`src/design/assembly_tokenizer_macros.svh`:
```
// ----------------------------------------------------------------------------
// assembly_tokenizer_macros.svh
// Assertion macros for the tokenizer; empty bodies when SYNTHESIS is defined.
// ----------------------------------------------------------------------------
`ifndef ASSEMBLY_TOKENIZER_MACROS_SVH
`define ASSEMBLY_TOKENIZER_MACROS_SVH
`ifndef SYNTHESIS
// same-cycle implication, clocked on clk, disabled in reset
`define AT_ASSERT_IMP(lbl, ante, cons) \
    lbl: assert property (@(posedge clk) disable iff (!rst_n) (ante) |-> (cons)) \
        else $error("tokenizer assertion failed");
// next-cycle implication
`define AT_ASSERT_NXT(lbl, ante, cons) \
    lbl: assert property (@(posedge clk) disable iff (!rst_n) (ante) |=> (cons)) \
        else $error("tokenizer assertion failed");
`else
`define AT_ASSERT_IMP(lbl, ante, cons)
`define AT_ASSERT_NXT(lbl, ante, cons)
`endif
`endif

```
`src/design/at_pkg.sv`:
```
// ----------------------------------------------------------------------------
// at_pkg
// Shared types and token kind codes for the assembly tokenizer.
// ----------------------------------------------------------------------------
package at_pkg;

    localparam int KIND_W = 4;
    localparam int CHR_W  = 8;
    localparam int VAL_W  = 31;

    localparam logic [KIND_W-1:0] KIND_TEXT        = 4'd0;
    localparam logic [KIND_W-1:0] KIND_IDENT_END   = 4'd1;
    localparam logic [KIND_W-1:0] KIND_LABEL_END   = 4'd2;
    localparam logic [KIND_W-1:0] KIND_STRING_END  = 4'd3;
    localparam logic [KIND_W-1:0] KIND_INTEGER     = 4'd4;
    localparam logic [KIND_W-1:0] KIND_LPAREN      = 4'd5;
    localparam logic [KIND_W-1:0] KIND_RPAREN      = 4'd6;
    localparam logic [KIND_W-1:0] KIND_LBRACE      = 4'd7;
    localparam logic [KIND_W-1:0] KIND_RBRACE      = 4'd8;
    localparam logic [KIND_W-1:0] KIND_ILLEGAL     = 4'd9;
    localparam logic [KIND_W-1:0] KIND_EOF         = 4'd10;
    localparam logic [KIND_W-1:0] KIND_OPEN_STRING = 4'd11;

    // token queue between front and back
    localparam int QDEPTH = 4;
    localparam int QPTR_W = 2;
    localparam int QCNT_W = 3;

    typedef struct packed {
        logic [KIND_W-1:0] kind;
        logic [CHR_W-1:0]  chr;
    } tok_t;

    // everything one character produces: one or two tokens
    typedef struct packed {
        logic             two;
        tok_t             t0;
        tok_t             t1;
        logic [VAL_W-1:0] value;
    } entry_t;

endpackage

```
`src/design/assembly_tokenizer.sv`:
```
// ----------------------------------------------------------------------------
// assembly_tokenizer
// Character-at-a-time lexer for a small assembly language.
// ----------------------------------------------------------------------------
// Input stream s_*: one source character per item, tdata[7:0]; zero ends input.
// Output stream m_*: one token per item. tuser carries the token kind, tdata
// the character (text and illegal tokens) and the saturated integer value,
// tlast marks the final token caused by one input character.
// A character is taken every cycle while the four-entry token queue has room.
// From input to first token, the front end writes the queue in the accept cycle and
// the output register loads from the queue head once it is free or being taken.
// A character giving two tokens shows the first, then the second from a pending
// register, holding the queue; others run at one per cycle while m_tready is high.
// Integers are emitted on the first non-digit, so they appear one character late.
// When the receiver stalls, the output register holds its token, the queue
// fills and s_tready drops once four entries wait.
// Reset (rst_n low, asynchronous) returns the lexer to idle with a clear
// accumulator and empties the queue and the output register.
// ----------------------------------------------------------------------------
`include "assembly_tokenizer_macros.svh"

module assembly_tokenizer #(
    parameter int INT_BITS = 31
) (
    input  logic        clk,
    input  logic        rst_n,
    input  logic        s_tvalid,
    output logic        s_tready,
    input  logic [7:0]  s_tdata,   // [7:0] ch
    output logic        m_tvalid,
    input  logic        m_tready,
    output logic [39:0] m_tdata,   // [7:0] text_char, [38:8] int_value, [39] zero
    output logic [3:0]  m_tuser,   // [3:0] kind
    output logic        m_tlast
);
    import at_pkg::*;

    logic             q_full, q_push, q_pop, q_valid;
    entry_t           q_in, q_head;
    logic [CHR_W-1:0] out_chr;
    logic [VAL_W-1:0] out_value;
    logic             pend;

    at_front #(
        .INT_BITS (INT_BITS)
    ) u_front (
        .clk      (clk),
        .rst_n    (rst_n),
        .ch_valid (s_tvalid),
        .ch_ready (s_tready),
        .ch       (s_tdata),
        .q_full   (q_full),
        .q_push   (q_push),
        .q_entry  (q_in)
    );

    at_queue u_queue (
        .clk        (clk),
        .rst_n      (rst_n),
        .push       (q_push),
        .push_entry (q_in),
        .full       (q_full),
        .pop        (q_pop),
        .head_valid (q_valid),
        .head_entry (q_head)
    );

    at_back u_back (
        .clk        (clk),
        .rst_n      (rst_n),
        .head_valid (q_valid),
        .head_entry (q_head),
        .pop        (q_pop),
        .out_valid  (m_tvalid),
        .out_ready  (m_tready),
        .out_kind   (m_tuser),
        .out_chr    (out_chr),
        .out_value  (out_value),
        .out_last   (m_tlast),
        .pend       (pend)
    );

    assign m_tdata = {1'b0, out_value, out_chr};

    // second token of a pair only waits behind a shown first token
    `AT_ASSERT_IMP(a_pend_behind_out, pend, m_tvalid)
    // the second token of a pair follows straight after the first is taken
    `AT_ASSERT_NXT(a_pair_back_to_back, m_tvalid && m_tready && !m_tlast, m_tvalid && m_tlast)
    // only text and illegal tokens carry a character
    `AT_ASSERT_IMP(a_chr_zero, m_tvalid && (m_tuser != KIND_TEXT) && (m_tuser != KIND_ILLEGAL), m_tdata[7:0] == 8'h00)
    // only integer tokens carry a value
    `AT_ASSERT_IMP(a_value_zero, m_tvalid && (m_tuser != KIND_INTEGER), m_tdata[38:8] == 31'd0)

endmodule

```
`src/design/at_front.sv`:
```
// ----------------------------------------------------------------------------
// at_front
// Lexer front end: takes characters, tracks mode and accumulator, queues tokens.
// ----------------------------------------------------------------------------
module at_front #(
    parameter int INT_BITS = 31
) (
    input  logic            clk,
    input  logic            rst_n,
    input  logic            ch_valid,
    output logic            ch_ready,
    input  logic [7:0]      ch,
    input  logic            q_full,
    output logic            q_push,
    output at_pkg::entry_t  q_entry
);
    import at_pkg::*;

    localparam logic [2:0] M_IDLE    = 3'd0;
    localparam logic [2:0] M_COMMENT = 3'd1;
    localparam logic [2:0] M_INT     = 3'd2;
    localparam logic [2:0] M_IDENT   = 3'd3;
    localparam logic [2:0] M_LABEL   = 3'd4;
    localparam logic [2:0] M_STRING  = 3'd5;

    localparam logic [7:0] CH_NUL    = 8'h00;
    localparam logic [7:0] CH_TAB    = 8'h09;
    localparam logic [7:0] CH_LF     = 8'h0a;
    localparam logic [7:0] CH_CR     = 8'h0d;
    localparam logic [7:0] CH_SPACE  = 8'h20;
    localparam logic [7:0] CH_BANG   = 8'h21;
    localparam logic [7:0] CH_QUOTE  = 8'h22;
    localparam logic [7:0] CH_PCT    = 8'h25;
    localparam logic [7:0] CH_LPAREN = 8'h28;
    localparam logic [7:0] CH_RPAREN = 8'h29;
    localparam logic [7:0] CH_DASH   = 8'h2d;
    localparam logic [7:0] CH_0      = 8'h30;
    localparam logic [7:0] CH_9      = 8'h39;
    localparam logic [7:0] CH_SEMI   = 8'h3b;
    localparam logic [7:0] CH_QMARK  = 8'h3f;
    localparam logic [7:0] CH_UA     = 8'h41;
    localparam logic [7:0] CH_UZ     = 8'h5a;
    localparam logic [7:0] CH_LA     = 8'h61;
    localparam logic [7:0] CH_LZ     = 8'h7a;
    localparam logic [7:0] CH_LBRACE = 8'h7b;
    localparam logic [7:0] CH_RBRACE = 8'h7d;

    logic [2:0]          mode_reg, mode_next;
    logic [INT_BITS-1:0] acc_reg, acc_next;

    logic                is_num, is_word;
    logic [INT_BITS+3:0] acc_x10;
    logic                acc_sat;
    logic [63:0]         acc_wide;
    logic [VAL_W-1:0]    acc_val;
    logic [INT_BITS-1:0] digit_val;

    logic                idle_emit, idle_digit;
    logic [KIND_W-1:0]   idle_kind;
    logic [CHR_W-1:0]    idle_chr;
    logic [2:0]          idle_mode;

    logic                emit;
    entry_t              ent;
    logic                accept;

    assign is_num    = ch inside {[CH_0:CH_9]};
    assign is_word   = ch inside {[CH_LA:CH_LZ], [CH_UA:CH_UZ], CH_BANG, CH_QMARK, CH_DASH};
    assign digit_val = INT_BITS'(ch[3:0]);

    // a*10 + d; any set bit from INT_BITS upward means saturation
    assign acc_x10 = (INT_BITS+4)'({acc_reg, 3'b000}) + (INT_BITS+4)'({acc_reg, 1'b0})
                   + (INT_BITS+4)'(ch[3:0]);
    assign acc_sat  = |acc_x10[INT_BITS+3:INT_BITS];
    assign acc_wide = 64'(acc_reg);
    assign acc_val  = acc_wide[VAL_W-1:0];

    // what the character does when seen in idle mode
    always_comb
    begin
        idle_emit  = 1'b0;
        idle_kind  = KIND_TEXT;
        idle_chr   = '0;
        idle_mode  = M_IDLE;
        idle_digit = 1'b0;
        case (ch)
            CH_SPACE, CH_TAB, CH_LF, CH_CR:
            begin
                idle_mode = M_IDLE;
            end
            CH_SEMI:   idle_mode = M_COMMENT;
            CH_QUOTE:  idle_mode = M_STRING;
            CH_PCT:    idle_mode = M_LABEL;
            CH_NUL:
            begin
                idle_emit = 1'b1;
                idle_kind = KIND_EOF;
            end
            CH_LBRACE:
            begin
                idle_emit = 1'b1;
                idle_kind = KIND_LBRACE;
            end
            CH_RBRACE:
            begin
                idle_emit = 1'b1;
                idle_kind = KIND_RBRACE;
            end
            CH_LPAREN:
            begin
                idle_emit = 1'b1;
                idle_kind = KIND_LPAREN;
            end
            CH_RPAREN:
            begin
                idle_emit = 1'b1;
                idle_kind = KIND_RPAREN;
            end
            default:
            begin
                if (is_num)
                begin
                    idle_mode  = M_INT;
                    idle_digit = 1'b1;
                end
                else if (is_word)
                begin
                    idle_mode = M_IDENT;
                    idle_emit = 1'b1;
                    idle_kind = KIND_TEXT;
                    idle_chr  = ch;
                end
                else
                begin
                    idle_emit = 1'b1;
                    idle_kind = KIND_ILLEGAL;
                    idle_chr  = ch;
                end
            end
        endcase
    end

    always_comb
    begin
        emit      = 1'b0;
        ent       = '0;
        mode_next = mode_reg;
        acc_next  = acc_reg;
        case (mode_reg)
            M_COMMENT:
            begin
                if (ch == CH_LF)
                begin
                    mode_next = M_IDLE;
                end
                else if (ch == CH_NUL)
                begin
                    mode_next   = M_IDLE;
                    acc_next    = '0;
                    emit        = 1'b1;
                    ent.t0.kind = KIND_EOF;
                end
            end
            M_INT:
            begin
                if (is_num)
                begin
                    acc_next = acc_sat ? '1 : acc_x10[INT_BITS-1:0];
                end
                else
                begin
                    emit        = 1'b1;
                    ent.t0.kind = KIND_INTEGER;
                    ent.value   = acc_val;
                    ent.two     = idle_emit;
                    ent.t1      = '{kind: idle_kind, chr: idle_chr};
                    mode_next   = idle_mode;
                    acc_next    = '0;
                end
            end
            M_IDENT, M_LABEL:
            begin
                emit = 1'b1;
                if (is_word)
                begin
                    ent.t0 = '{kind: KIND_TEXT, chr: ch};
                end
                else
                begin
                    ent.t0.kind = (mode_reg == M_IDENT) ? KIND_IDENT_END : KIND_LABEL_END;
                    ent.two     = idle_emit;
                    ent.t1      = '{kind: idle_kind, chr: idle_chr};
                    mode_next   = idle_mode;
                    acc_next    = idle_digit ? digit_val : '0;
                end
            end
            M_STRING:
            begin
                emit = 1'b1;
                if (ch == CH_QUOTE)
                begin
                    ent.t0.kind = KIND_STRING_END;
                    mode_next   = M_IDLE;
                end
                else if (ch == CH_NUL)
                begin
                    ent.t0.kind = KIND_OPEN_STRING;
                    ent.two     = 1'b1;
                    ent.t1.kind = KIND_EOF;
                    mode_next   = M_IDLE;
                    acc_next    = '0;
                end
                else
                begin
                    ent.t0 = '{kind: KIND_TEXT, chr: ch};
                end
            end
            default:
            begin
                emit      = idle_emit;
                ent.t0    = '{kind: idle_kind, chr: idle_chr};
                mode_next = idle_mode;
                acc_next  = idle_digit ? digit_val : '0;
            end
        endcase
    end

    assign ch_ready = !q_full;
    assign accept   = ch_valid && ch_ready;
    assign q_push   = accept && emit;
    assign q_entry  = ent;

    always_ff @(posedge clk or negedge rst_n)
    begin
        if (!rst_n)
        begin
            mode_reg <= M_IDLE;
            acc_reg  <= '0;
        end
        else if (accept)
        begin
            mode_reg <= mode_next;
            acc_reg  <= acc_next;
        end
    end

endmodule

```
`src/design/at_queue.sv`:
```
// ----------------------------------------------------------------------------
// at_queue
// Short token queue decoupling the lexer front end from the output stage.
// ----------------------------------------------------------------------------
module at_queue (
    input  logic            clk,
    input  logic            rst_n,
    input  logic            push,
    input  at_pkg::entry_t  push_entry,
    output logic            full,
    input  logic            pop,
    output logic            head_valid,
    output at_pkg::entry_t  head_entry
);
    import at_pkg::*;

    entry_t              mem [QDEPTH];
    logic [QPTR_W-1:0]   wr_ptr_reg, rd_ptr_reg;
    logic [QCNT_W-1:0]   count_reg, count_next;

    assign full       = (count_reg == QCNT_W'(QDEPTH));
    assign head_valid = (count_reg != '0);
    assign head_entry = mem[rd_ptr_reg];

    always_comb
    begin
        count_next = count_reg;
        if (push && !pop)
            count_next = count_reg + 1'b1;
        else if (pop && !push)
            count_next = count_reg - 1'b1;
    end

    always_ff @(posedge clk)
    begin
        if (push)
            mem[wr_ptr_reg] <= push_entry;
    end

    always_ff @(posedge clk or negedge rst_n)
    begin
        if (!rst_n)
        begin
            wr_ptr_reg <= '0;
            rd_ptr_reg <= '0;
            count_reg  <= '0;
        end
        else
        begin
            if (push)
                wr_ptr_reg <= wr_ptr_reg + 1'b1;
            if (pop)
                rd_ptr_reg <= rd_ptr_reg + 1'b1;
            count_reg <= count_next;
        end
    end

endmodule

```
`src/design/at_back.sv`:
```
// ----------------------------------------------------------------------------
// at_back
// Output stage: splits queued entries into single tokens on a registered port.
// ----------------------------------------------------------------------------
module at_back (
    input  logic                      clk,
    input  logic                      rst_n,
    input  logic                      head_valid,
    input  at_pkg::entry_t            head_entry,
    output logic                      pop,
    output logic                      out_valid,
    input  logic                      out_ready,
    output logic [at_pkg::KIND_W-1:0] out_kind,
    output logic [at_pkg::CHR_W-1:0]  out_chr,
    output logic [at_pkg::VAL_W-1:0]  out_value,
    output logic                      out_last,
    output logic                      pend
);
    import at_pkg::*;

    logic             valid_reg;
    tok_t             tok_reg;
    logic [VAL_W-1:0] value_reg;
    logic             last_reg;
    logic             pend_reg;
    tok_t             pend_tok_reg;
    logic             load;

    // output register free or being taken this cycle
    assign load = !valid_reg || out_ready;
    assign pop  = load && !pend_reg && head_valid;

    always_ff @(posedge clk or negedge rst_n)
    begin
        if (!rst_n)
        begin
            valid_reg <= 1'b0;
            pend_reg  <= 1'b0;
        end
        else if (load)
        begin
            if (pend_reg)
            begin
                valid_reg <= 1'b1;
                pend_reg  <= 1'b0;
            end
            else
            begin
                valid_reg <= head_valid;
                pend_reg  <= head_valid && head_entry.two;
            end
        end
    end

    always_ff @(posedge clk)
    begin
        if (load)
        begin
            if (pend_reg)
            begin
                tok_reg   <= pend_tok_reg;
                value_reg <= '0;
                last_reg  <= 1'b1;
            end
            else
            begin
                tok_reg      <= head_entry.t0;
                value_reg    <= head_entry.value;
                last_reg     <= !head_entry.two;
                pend_tok_reg <= head_entry.t1;
            end
        end
    end

    assign out_valid = valid_reg;
    assign out_kind  = tok_reg.kind;
    assign out_chr   = tok_reg.chr;
    assign out_value = value_reg;
    assign out_last  = last_reg;
    assign pend      = pend_reg;

endmodule

```
`config.mk`:
```
export PLATFORM = sky130hd
export DESIGN_NAME = assembly_tokenizer
export DESIGN_NICKNAME = d
export VERILOG_FILES = /design/src/design/at_pkg.sv /design/src/design/assembly_tokenizer.sv /design/src/design/at_front.sv /design/src/design/at_queue.sv /design/src/design/at_back.sv
export VERILOG_INCLUDE_DIRS = /design/src /design/src/design
export SDC_FILE = /design/constraint.sdc
export NUM_CORES = 1
export LEC_CHECK = 0
export BUFFER_PORTS_ARGS = -buffer_cell sky130_fd_sc_hd__buf_2
export CORE_MARGIN = 2
export CORE_UTILIZATION = 60
export CTS_CLUSTER_SIZE = 20
export DETAILED_ROUTE_END_ITERATION = 8
export HOLD_SLACK_MARGIN = 0.1
export PLACE_DENSITY = 0.78
export SYNTH_ARGS = -nofsm -noshare
export SYNTH_HDL_FRONTEND = slang
export SYNTH_SLANG_ARGS = --single-unit
```
`constraint.sdc`:
```
create_clock -name clk -period 4.9 [get_ports clk]
set_input_delay 0.98 -clock clk [delete_from_list [all_inputs] [get_ports clk]]
set_output_delay 0.98 -clock clk [all_outputs]
set_load 0.03 [all_outputs]
```
==> results.toml <==
[sta]
period_minus_slack_ns = 3.89
slew_headroom_pct = 33.8
rsz0062_at_grt = "false"
tightest_slew_ns = 0.993
drv_slew = 0
fmax_mhz = 257
fin_setup_tns_ns = 0
setup_viol = 0
period_share_pct = 79.4
worst_clock_skew_ns = 0.0149
fin_ws_ns = 1.01
final_hold_viol_count = 0

[run_status]
status = "completed"

[clock_network]
htree_levels = 1
cts_setup_buffers = 0
cts_tree = "built"
cts_buffers = 31
ctsHoldBuffers = 0
cts.sinks = 323
root_buffer = "clkbuf_16"
cts_buffer_depth = 3
path_clk_slew_ns = 0.07
ctsResizeCount = 0
clk-insertion-delay-late_ns = 0.57

[finish]
register_area_mm2 = 0.00949
n_antenna_cell = 0
final_cell_mix = "edfxtp_1 (280), nand2_1 (68), ha_1 (66)"
nNetsFinal = 1230
largest_reg_flops = 224
nFillCells = 1796
final_common_cell = "edfxtp_1"
area_delta_synth_final_pct = 10.4
multi_input_area_mm2 = 0.00578
drive_above_1_share_pct = 20.2

[grt]
gr-usage-all-layers_pct = 24.0
grt_pass1_wl_um = 50400
grt_pass1_vias = 9142
grt_max_degree = 57
grt_overflow = 0
antenna_found_initial = 1

[min_path]
hp-class = "reg2reg"

[logic_synthesis]
synth_edf_count = 280
avgSynthCellArea_um2 = 14.1
syn_inst = 1108
ys_seq_area_share_pct = 60.7
ys.flop_type = "edfxtp_1"
syn_nets = 1189
ys_warn_count = 0
synth-async-reset-ratio_pct = 13.3
ys_types = 77
syn_area_mm2 = 0.0156
yosys_register_bits = 323

[floorplan]
initial_utilization_pct = 60.5
ios = 59
fp-row-count = 59
dieHeight_um = 165
die_area_mm2 = 0.0274
core_mm2 = 0.0258
die_x_um = 165

[pwr]
power.density_mw_per_mm2 = 548
vdd_drop_max_uv = 401
leakage_uw = 0.00646

[drt]
num_vias = 9324
first_pass_iters = 8
wirelength_um = 31900
routedWlPerCell_um = 21.1
vias_per_cell = 6.18
drc = 0
antenna_left = 0
drt_iter0_markers = 860

[critical_path]
crit_top_cell = "fa_1"
crit_chain = "buf_2 > fa_1 > fa_1 > a21o_1 > a221oi_2 > o21ai_1 > and4_1 > nor4_1 > mux2i_1 > nor4_4 > buf_4 > a22oi_2"
crit_type = "in2reg"
slowest_delay_ns = 0.51
cp_max_fo = 20
end_kind = "register"
cp.arrival_ns = 4.34
r2r_slack_ns = 1.22
crit_path_start_kind = "input pin"
worstPathRequired_ns = 5.35
crit_slowest_cell = "fa_1"

[placed_design]
gp_congestion = 0.966
place_hpwl_um = 20800
io_buffers = 57
post-place-ws_ns = 0.471

[run]
drv_cap = 0
[power by group]
group          switching, µW  total, µW  internal (µW)  leakage, µW
Clock                   1000       2390           1390     0.000495
Sequential               379       4290           3910      0.00323
Combinational           1640       2770           1130      0.00274
Total                   3020       9450           6430      0.00646
[path summary, 6_finish.rpt]
check,start,end,cells after the start
worst min register to register,u_queue.count_reg[2],u_queue.count_reg[2],1
worst max-delay path,s_tdata[3],u_front.acc_reg[20],12
worst max register to register,u_front.acc_reg[0],u_front.acc_reg[20],11
max in group asynchronous,rst_n,u_queue.rd_ptr_reg[0],2
worst min-delay path,u_queue.count_reg[2],u_queue.count_reg[2],1
min in group asynchronous,rst_n,u_front.acc_reg[26],2
[critical path: cells and delay by family]
family	cells	cell delay, ns
AO/OA/AOI/OAI	4	0.85
adder cells (fa/ha/maj)	2	0.98
buffers and inverters	2	0.59
multiplexers	1	0.23
AND/OR/NAND/NOR	3	0.70
[metrics by stage]
step	area (µm²)	total power, µW	util, %	hold WS, ns	instances
floorplan	15600	6340	-	0.464	1108
global placement	16200	7030	62.8	0.477	1451
detailed placement	16200	7120	62.8	0.490	1451
CTS	17300	9520	66.8	0.503	1508
global route	17300	9910	66.8	0.514	1508
finish	17300	9450	66.8	0.503	1508
[cell type report]
class	instances	area share (%)
tap	335	2.43
multi-input combinational	695	33.5
clock inverter	16	1.04
inverter	25	0.544
clock buffer	41	4.94
timing repair buffer	73	2.57
sequential	323	55.0
[synth_stat cells (11+ instances only)]
library cell / n / area share, %
a21o_1: 15 / 0.72
a21oi_1: 63 / 2.0
a21oi_2: 16 / 0.90
and2_1: 49 / 2.0
buf_2: 11 / 0.35
clkbuf_1: 40 / 0.96
dfrtp_1: 43 / 6.9
edfxtp_1: 280 / 54
ha_1: 66 / 5.3
inv_1: 25 / 0.60
mux2_2: 14 / 1.0
mux4_2: 56 / 8.1
nand2_1: 68 / 1.6
nand3_1: 23 / 0.74
nand4_1: 14 / 0.56
nor2_1: 47 / 1.1
nor2b_1: 41 / 1.6
nor3_1: 17 / 0.54
o21ai_0: 38 / 1.2
xnor2_1: 21 / 1.2
xor2_1: 13 / 0.73
[layer usage]
metal,track usage [%],up-vias,part of all wire [%]
li1,-,4330,-
met1,35.4,4662,45
met2,38.7,291,48
met3,3.30,39,5.8
met4,5.02,2,1.3
met5,0,-,0.041
[cell families (layout without fill, tap and decap cells)]
logic type	after synthesis	in the layout	share of synthesized area, %
DFF	323	323	60.7
and+or+nand+nor	304	304	10.5
AOI/OAI and AO/OA	216	216	9.60
buffers and inverters	90	155	2.51
muxes	71	71	9.14
adders and majority gates	69	69	5.67
xor gates and xnor gates	34	34	1.91
other	1	1	0.0240
Note: power is estimated with default switching activity, not from simulation.
